===== src/sv/urc_pkg.sv =====
`default_nettype none
package urc_pkg;

    localparam int TIME_BITS = 16;
    localparam logic [TIME_BITS-1:0] TIME_MAX = {TIME_BITS{1'b1}};

    localparam int WIDTH_BITS = 16;
    localparam int DIST_BITS  = 14;
    localparam int DEB_BITS   = 16;
    localparam int TRIG_BITS  = 8;

    localparam int CFG_IDX_BITS  = 2;
    localparam int CFG_DATA_BITS = 16;
    localparam logic [CFG_IDX_BITS-1:0] CFG_DEBOUNCE = 2'd0;
    localparam logic [CFG_IDX_BITS-1:0] CFG_TRIGGER  = 2'd1;

    localparam logic [DEB_BITS-1:0]  DEBOUNCE_RESET = 16'd1000;
    localparam logic [TRIG_BITS-1:0] TRIGGER_RESET  = 8'd20;

    // floor(w*10/58) = floor(5w/29) = (5w * ceil(2^24/29)) >> 24, exact for 5w < 2^24/9
    localparam int SCALED_BITS = WIDTH_BITS + 3;
    localparam int RECIP_BITS  = 20;
    localparam int RECIP_SHIFT = 24;
    localparam int PROD_BITS   = SCALED_BITS + RECIP_BITS;
    localparam logic [RECIP_BITS-1:0] RECIP_29 = 20'd578525;

    localparam logic [DIST_BITS-1:0] DIST_MAX = 14'd11299;

    typedef struct packed {
        logic button_level;
        logic echo_level;
    } in_t;

    typedef struct packed {
        logic                  trigger_level;
        logic                  distance_valid;
        logic [DIST_BITS-1:0]  distance_mm;
        logic [WIDTH_BITS-1:0] echo_width_us;
    } out_t;

endpackage
`default_nettype wire


===== src/sv/urc_dist.sv =====
`default_nettype none
module urc_dist (
    input  wire logic [urc_pkg::WIDTH_BITS-1:0] width_us,
    output logic      [urc_pkg::DIST_BITS-1:0]  distance_mm
);
    import urc_pkg::*;

    logic [SCALED_BITS-1:0] scaled;
    logic [PROD_BITS-1:0]   prod;

    // 5 * width as shift and add
    assign scaled = SCALED_BITS'({width_us, 2'b00}) + SCALED_BITS'(width_us);
    assign prod   = PROD_BITS'(scaled) * PROD_BITS'(RECIP_29);
    assign distance_mm = prod[RECIP_SHIFT +: DIST_BITS];

endmodule
`default_nettype wire


===== src/sv/urc_core.sv =====
`default_nettype none
module urc_core (
    input  wire logic                          aclk,
    input  wire logic                          aresetn,
    input  wire logic                          take,
    input  wire urc_pkg::in_t                  item,
    input  wire logic [urc_pkg::DEB_BITS-1:0]  debounce_us,
    input  wire logic [urc_pkg::TRIG_BITS-1:0] trigger_us,
    input  wire logic                          m_ready,
    output logic                               m_valid,
    output urc_pkg::out_t                      m_data,
    output logic                               out_ready
);
    import urc_pkg::*;

    logic                  button_prev_reg, button_prev_next;
    logic                  echo_prev_reg, echo_prev_next;
    logic [TIME_BITS-1:0]  since_press_reg, since_press_next;
    logic [TRIG_BITS-1:0]  trigger_left_reg, trigger_left_next;
    logic [TIME_BITS-1:0]  echo_count_reg, echo_count_next;
    logic [WIDTH_BITS-1:0] last_width_reg, last_width_next;
    logic [DIST_BITS-1:0]  last_distance_reg, last_distance_next;
    logic                  m_valid_reg, m_valid_next;
    out_t                  m_data_reg, m_data_next;

    logic [TIME_BITS-1:0]  since_inc;
    logic [TIME_BITS-1:0]  echo_inc;
    logic                  rise;
    logic                  press_ok;
    logic [TRIG_BITS-1:0]  trig_load;
    logic                  trig;
    logic                  valid;
    logic [WIDTH_BITS-1:0] clamped;
    logic [DIST_BITS-1:0]  dist_mm;

    assign out_ready = !m_valid_reg || m_ready;

    assign since_inc = (since_press_reg == TIME_MAX) ? TIME_MAX : since_press_reg + 1'b1;
    assign echo_inc  = (echo_count_reg == TIME_MAX) ? TIME_MAX : echo_count_reg + 1'b1;
    assign rise      = item.button_level && !button_prev_reg;
    // a saturated timer always counts as long ago
    assign press_ok  = rise && ((32'(since_inc) >= 32'(debounce_us)) || (since_inc == TIME_MAX));
    assign trig_load = press_ok ? trigger_us : trigger_left_reg;
    assign trig      = (trig_load != '0);
    assign clamped   = (32'(echo_count_reg) > 32'(16'hFFFF)) ? 16'hFFFF
                                                              : echo_count_reg[WIDTH_BITS-1:0];

    urc_dist u_dist (
        .width_us    (clamped),
        .distance_mm (dist_mm)
    );

    always_comb begin
        button_prev_next   = button_prev_reg;
        echo_prev_next     = echo_prev_reg;
        since_press_next   = since_press_reg;
        trigger_left_next  = trigger_left_reg;
        echo_count_next    = echo_count_reg;
        last_width_next    = last_width_reg;
        last_distance_next = last_distance_reg;
        m_data_next        = m_data_reg;
        valid              = 1'b0;
        m_valid_next       = m_valid_reg;
        if (m_valid_reg && m_ready) begin
            m_valid_next = 1'b0;
        end
        if (take) begin
            button_prev_next  = item.button_level;
            since_press_next  = rise ? '0 : since_inc;
            trigger_left_next = trig ? trig_load - 1'b1 : '0;
            echo_prev_next    = item.echo_level;
            if (item.echo_level) begin
                echo_count_next = echo_prev_reg ? echo_inc : TIME_BITS'(1);
            end else if (echo_prev_reg) begin
                last_width_next    = clamped;
                last_distance_next = dist_mm;
                valid              = 1'b1;
            end
            m_data_next.trigger_level  = trig;
            m_data_next.distance_valid = valid;
            m_data_next.distance_mm    = last_distance_next;
            m_data_next.echo_width_us  = last_width_next;
            m_valid_next               = 1'b1;
        end
    end

    always_ff @(posedge aclk) begin
        if (!aresetn) begin
            button_prev_reg   <= 1'b0;
            echo_prev_reg     <= 1'b0;
            since_press_reg   <= TIME_MAX;
            trigger_left_reg  <= '0;
            echo_count_reg    <= '0;
            last_width_reg    <= '0;
            last_distance_reg <= '0;
            m_valid_reg       <= 1'b0;
        end else begin
            button_prev_reg   <= button_prev_next;
            echo_prev_reg     <= echo_prev_next;
            since_press_reg   <= since_press_next;
            trigger_left_reg  <= trigger_left_next;
            echo_count_reg    <= echo_count_next;
            last_width_reg    <= last_width_next;
            last_distance_reg <= last_distance_next;
            m_valid_reg       <= m_valid_next;
        end
    end

    always_ff @(posedge aclk) begin
        m_data_reg <= m_data_next;
    end

    assign m_valid = m_valid_reg;
    assign m_data  = m_data_reg;

endmodule
`default_nettype wire


===== src/sv/ultrasonic_ranger_controller.sv =====
// Ultrasonic ranger controller, one request per microsecond tick.
// Input channel (s_valid/s_ready/s_data): one request per tick with the
// sampled button and echo pin levels.
// Result channel (m_valid/m_ready/m_data): exactly one result per request with
// the trigger drive, a measurement-done flag, and the last width and distance.
// Configuration: cfg_we/cfg_addr/cfg_wdata; index 0 debounce_us, index 1
// trigger_us; other indexes are ignored. Write only while idle.
// Path: an accepted request goes into the input register, then the state update
// moves it into the result register, where m_valid rises with its result.
// Throughput: one request per cycle unless the result channel stalls; the
// distance path is a single 19x20 multiply by the reciprocal of 29 between
// the input and result registers.
// Stall: while m_ready is low the result holds, one more request is taken
// into the input register, then s_ready drops until the result is taken.
// Reset (aresetn low, synchronous): pipeline empty, press timer saturated,
// counters and last measurement cleared, registers back to 1000 and 20.
`default_nettype none
module ultrasonic_ranger_controller (
    input  wire logic                              aclk,
    input  wire logic                              aresetn,
    input  wire logic                              s_valid,
    output logic                                   s_ready,
    input  wire urc_pkg::in_t                      s_data,
    output logic                                   m_valid,
    input  wire logic                              m_ready,
    output urc_pkg::out_t                          m_data,
    input  wire logic                              cfg_we,
    input  wire logic [urc_pkg::CFG_IDX_BITS-1:0]  cfg_addr,
    input  wire logic [urc_pkg::CFG_DATA_BITS-1:0] cfg_wdata
);
    import urc_pkg::*;

    logic                 in_valid_reg, in_valid_next;
    in_t                  in_data_reg;
    logic [DEB_BITS-1:0]  debounce_reg;
    logic [TRIG_BITS-1:0] trigger_reg;
    logic                 out_ready;
    logic                 take;

    assign take    = in_valid_reg && out_ready;
    assign s_ready = !in_valid_reg || out_ready;

    always_comb begin
        in_valid_next = in_valid_reg;
        if (s_valid && s_ready) begin
            in_valid_next = 1'b1;
        end else if (take) begin
            in_valid_next = 1'b0;
        end
    end

    always_ff @(posedge aclk) begin
        if (!aresetn) begin
            in_valid_reg <= 1'b0;
            debounce_reg <= DEBOUNCE_RESET;
            trigger_reg  <= TRIGGER_RESET;
        end else begin
            in_valid_reg <= in_valid_next;
            if (cfg_we) begin
                case (cfg_addr)
                    CFG_DEBOUNCE: debounce_reg <= cfg_wdata[DEB_BITS-1:0];
                    CFG_TRIGGER:  trigger_reg  <= cfg_wdata[TRIG_BITS-1:0];
                    default: ;
                endcase
            end
        end
    end

    always_ff @(posedge aclk) begin
        if (s_valid && s_ready) begin
            in_data_reg <= s_data;
        end
    end

    urc_core u_core (
        .aclk        (aclk),
        .aresetn     (aresetn),
        .take        (take),
        .item        (in_data_reg),
        .debounce_us (debounce_reg),
        .trigger_us  (trigger_reg),
        .m_ready     (m_ready),
        .m_valid     (m_valid),
        .m_data      (m_data),
        .out_ready   (out_ready)
    );

    a_dist_range: assert property (@(posedge aclk) disable iff (!aresetn)
        m_valid |-> (m_data.distance_mm <= DIST_MAX))
        else $error("distance out of range");

    a_stall_only: assert property (@(posedge aclk) disable iff (!aresetn)
        !s_ready |-> (m_valid && !m_ready && in_valid_reg))
        else $error("input blocked without output stall");

    a_reset_empty: assert property (@(posedge aclk)
        !aresetn |=> (!m_valid && !in_valid_reg))
        else $error("pipeline not empty after reset");

endmodule
`default_nettype wire

===== config.mk =====
export PLATFORM = sky130hd
export DESIGN_NAME = ultrasonic_ranger_controller
export DESIGN_NICKNAME = d
export VERILOG_FILES = /design/src/sv/urc_pkg.sv /design/src/sv/urc_dist.sv /design/src/sv/urc_core.sv /design/src/sv/ultrasonic_ranger_controller.sv
export SDC_FILE = /design/constraint.sdc
export NUM_CORES = 1
export LEC_CHECK = 0
export BUFFER_PORTS_ARGS = -buffer_cell sky130_fd_sc_hd__buf_2
export CAP_MARGIN = 20
export CELL_PAD_IN_SITES_DETAIL_PLACEMENT = 0
export CELL_PAD_IN_SITES_GLOBAL_PLACEMENT = 1
export CORE_MARGIN = 2
export CORE_UTILIZATION = 50
export CTS_BUF_LIST = sky130_fd_sc_hd__clkbuf_4 sky130_fd_sc_hd__clkbuf_8
export DETAILED_ROUTE_END_ITERATION = 10
export PLACE_DENSITY = 0.94
export SLEW_MARGIN = 40
export SYNTH_ARGS = -nofsm -noshare
export SYNTH_HDL_FRONTEND = slang
export SYNTH_SLANG_ARGS = --single-unit

===== constraint.sdc =====
create_clock -name aclk -period 10.05 [get_ports aclk]
set_clock_uncertainty 0.05 [all_clocks]
set_input_delay 2.01 -clock aclk [delete_from_list [all_inputs] [get_ports aclk]]
set_output_delay 2.01 -clock aclk [all_outputs]
set_load 0.05 [all_outputs]

==> flow_metrics.py <==
metrics = {
    "setup_path": {
        "cp_common_cell": "fa_1",
        "cp.required_ps": 10180,
        "criticalPathCategory": "reg -> reg",
        "critPathArrivalTime_ps": 9320,
        "endpoint_kind": "flip-flop",
        "worst-path-buf-inv": 5,
        "cp-start-kind": "flip-flop",
        "cp_slowest_cell": "fa_1",
        "critPathTopFamily": "adder cells",
        "cpPeakStageDelay_ps": 550,
        "crit_fanout": 9,
    },
    "power": {
        "switchingPower_mw": 0.385,
        "irDropWorstVdd_v": 0.0000618,
        "power_frac_seq_pct": 46.6,
        "power.leakage_nw": 7.54,
        "p_per_area_nw_per_um2": 86.5,
        "p_clk_share_pct": 35.0,
        "internal-power_mw": 0.879,
        "pwr-share-comb_pct": 18.4,
        "p_sw_share_pct": 30.5,
    },
    "drt": {
        "antenna_left": 0,
        "avgViaCountPerCell": 5.37,
        "drt_iter0_drc": 602,
        "drt-total-wl_um": 30100,
        "drc": 0,
        "routedWlPerCell_um": 15.6,
        "drt_pass1_iterations": 5,
        "vias": 10400,
    },
    "timing": {
        "tightest_slew_ps": 795,
        "fin_crit_ps": 9190,
        "setup_tns_ps": 0,
        "slew_violations": 0,
        "finalCritPeriodShare_pct": 91.5,
        "hold_viol": 0,
        "max_freq_mhz": 109,
        "maxSlewHeadroom_pct": 46.6,
        "setup_viol_count_final": 0,
        "rsz0062_at_grt": "no",
        "final.setup.worst_slack_ps": 859,
    },
    "clock_network": {
        "htree_levels": 4,
        "cts_tree": "done",
        "cts_setup_buffers": 0,
        "cts_hold_buf": 0,
        "clk_path_buf_depth": 2,
        "cts.clk_slew.worst_paths_ps": 80,
        "worst_skew_pair.late_latency_ps": 460,
        "root_buffer": "clkbuf_8",
        "cts_num_sinks": 132,
        "cts_resized": 0,
        "numCtsBuffers": 17,
    },
    "logic_synthesis": {
        "synth_cell_types": 67,
        "yosys_warnings": 0,
        "synthArstFlopShare_pct": 0,
        "yosysSeqAreaShare_pct": 22.0,
        "syn-cell-area_sq_um": 13600,
        "synth_edf_count": 34,
        "synthCells": 1531,
        "postSynthAreaPerCell_sq_um": 8.86,
        "ys_ff_latch": 132,
        "synth_ff_type": "dfxtp_1",
    },
    "placement": {
        "port_buffers": 58,
        "numPlacedInstances": 1901,
        "dp_hpwl_um": 24400,
        "gp_congestion": 0.944,
        "place_ws_ps": 892,
    },
    "final_layout": {
        "final_layout_size_suffix_gt1_share_pct": 7.54,
        "stdcell_count": 1934,
        "nets": 1938,
        "largest_reg_flops": 32,
        "syn_to_final_growth_pct": 7.76,
    },
    "run": {
        "max_cap_viol_count": 0,
    },
    "global_routing": {
        "grt_pass1_wl_um": 51500,
        "grt_pass1_vias": 10400,
        "antenna_found_initial": 0,
        "grt_overflow": 0,
        "grt_max_degree": 65,
        "grt.total_usage_pct": 22.4,
    },
    "die": {
        "core_sq_um": 26800,
        "die-area_sq_um": 28500,
        "die_y_um": 169,
        "placementRows": 60,
        "ioPinCount": 59,
        "start_util_pct": 50.6,
        "chipWidth_um": 169,
    },
    "outcome": {
        "status": "completed",
    },
    "hold_path": {
        "hp-class": "reg -> reg",
    },
}
==> layer usage <==
metal / routed length (um) / vias to the layer above / GRT usage (%)
met5: 0 / - / 0
met1: 13400 / 5005 / 29.5
li1: - / 5099 / -
met4: 490 / 0 / 5.51
met3: 1340 / 37 / 3.97
met2: 14900 / 237 / 38.4
==> stage by stage <==
stage	utilization (%)	total power, mW	hold WS, ps	instance area, sq um
floorplan	-	0.777	384	13600
global placement	53.0	0.827	391	14200
global route	54.5	1.33	437	14600
finish	54.5	1.26	409	14600
detailed placement	53.0	0.834	400	14200
CTS	54.5	1.28	410	14600
==> placed cells by master (no fill, tap or decap), drive strengths merged, types with 9 or more instances in the layout <==
cell type,instances
o21ai,73
a21oi,74
fa,140
xnor2,20
nor2,91
a21o,15
xor2,24
o211ai,15
ha,194
nand3,38
nand4,10
mux2i,14
o31ai,9
or3,11
a221o,11
o21a,11
dfxtp,98
nor3,31
nor2b,10
inv,322
nand2b,12
clkbuf,18
edfxtp,34
nand2,143
buf,70
==> worst paths after layout <==
| kind | start | to | slack [ps] | cells past startpoint |
|---|---|---|---|---|
| worst max-delay path | u_core.clamped[3]$_SDFFE_PN0P_ | u_core.m_data[29]$_DFFE_PP_ | 860 | 31 |
| worst min-delay path | u_core.last_distance_reg[11]$_SDFFE_PN0P_ | u_core.last_distance_reg[11]$_SDFFE_PN0P_ | 410 | 2 |
| worst min register to register | u_core.last_distance_reg[11]$_SDFFE_PN0P_ | u_core.last_distance_reg[11]$_SDFFE_PN0P_ | 410 | 2 |
| worst max register to register | u_core.clamped[3]$_SDFFE_PN0P_ | u_core.m_data[29]$_DFFE_PP_ | 860 | 31 |
==> worst reg2reg max path, delay by kind of cell, from the launching register on <==
family          cells  cell delay [ps]
compound gates     14             3330
xor+xnor            2              370
buf+inv             5              400
fa+ha+maj           8             3830
flops               1              500
simple gates        2              440
==> kinds of logic (layout without fill, tap and decap cells) <==
group | Yosys count | after routing | share of synthesized area, %
adders and majority gates | 334 | 334 | 38.6
other | 2 | 4 | 0.0554
muxes | 17 | 17 | 1.28
DFF | 132 | 132 | 22.0
buffers and inverters | 363 | 423 | 10.1
xor gates and xnor gates | 44 | 44 | 2.84
AOI/OAI and AO/OA | 248 | 248 | 11.5
and+or+nand+nor | 391 | 391 | 13.6
==> Yosys cell counts (all sizes together), types with 20 or more instances <==
master,n,share of area (%)
inv,321,8.9
ha,194,18
nand2,143,4.0
fa,140,21
dfxtp,98,14
nor2,91,2.5
a21oi,74,2.7
o21ai,73,2.8
nand3,38,1.4
edfxtp,34,7.5
clkbuf,32,0.89
nor3,31,1.1
xor2,24,1.5
xnor2,20,1.3
==> final cells by class <==
class                           count  area (sq um)
Clock buffer                       18           248
Tap cell                          341           427
Timing Repair Buffer               70           380
Inverter                          321          1200
Antenna cell                        1          2.50
Multi-Input combinational cell   1037          9230
Clock inverter                     14           136
Sequential cell                   132          2980
Fill cell                        2424         12200
==> power by group through the flow <==
stage / clock network, mW / logic, mW / registers (mW)
2_1_floorplan: 0 / 0.160 / 0.617
3_3_place_gp: 0 / 0.226 / 0.600
4_1_cts: 0.453 / 0.234 / 0.589
5_1_grt: 0.476 / 0.263 / 0.593
3_5_place_dp: 0 / 0.233 / 0.601
6_report: 0.442 / 0.232 / 0.590
(Power assumes the default switching activity.)
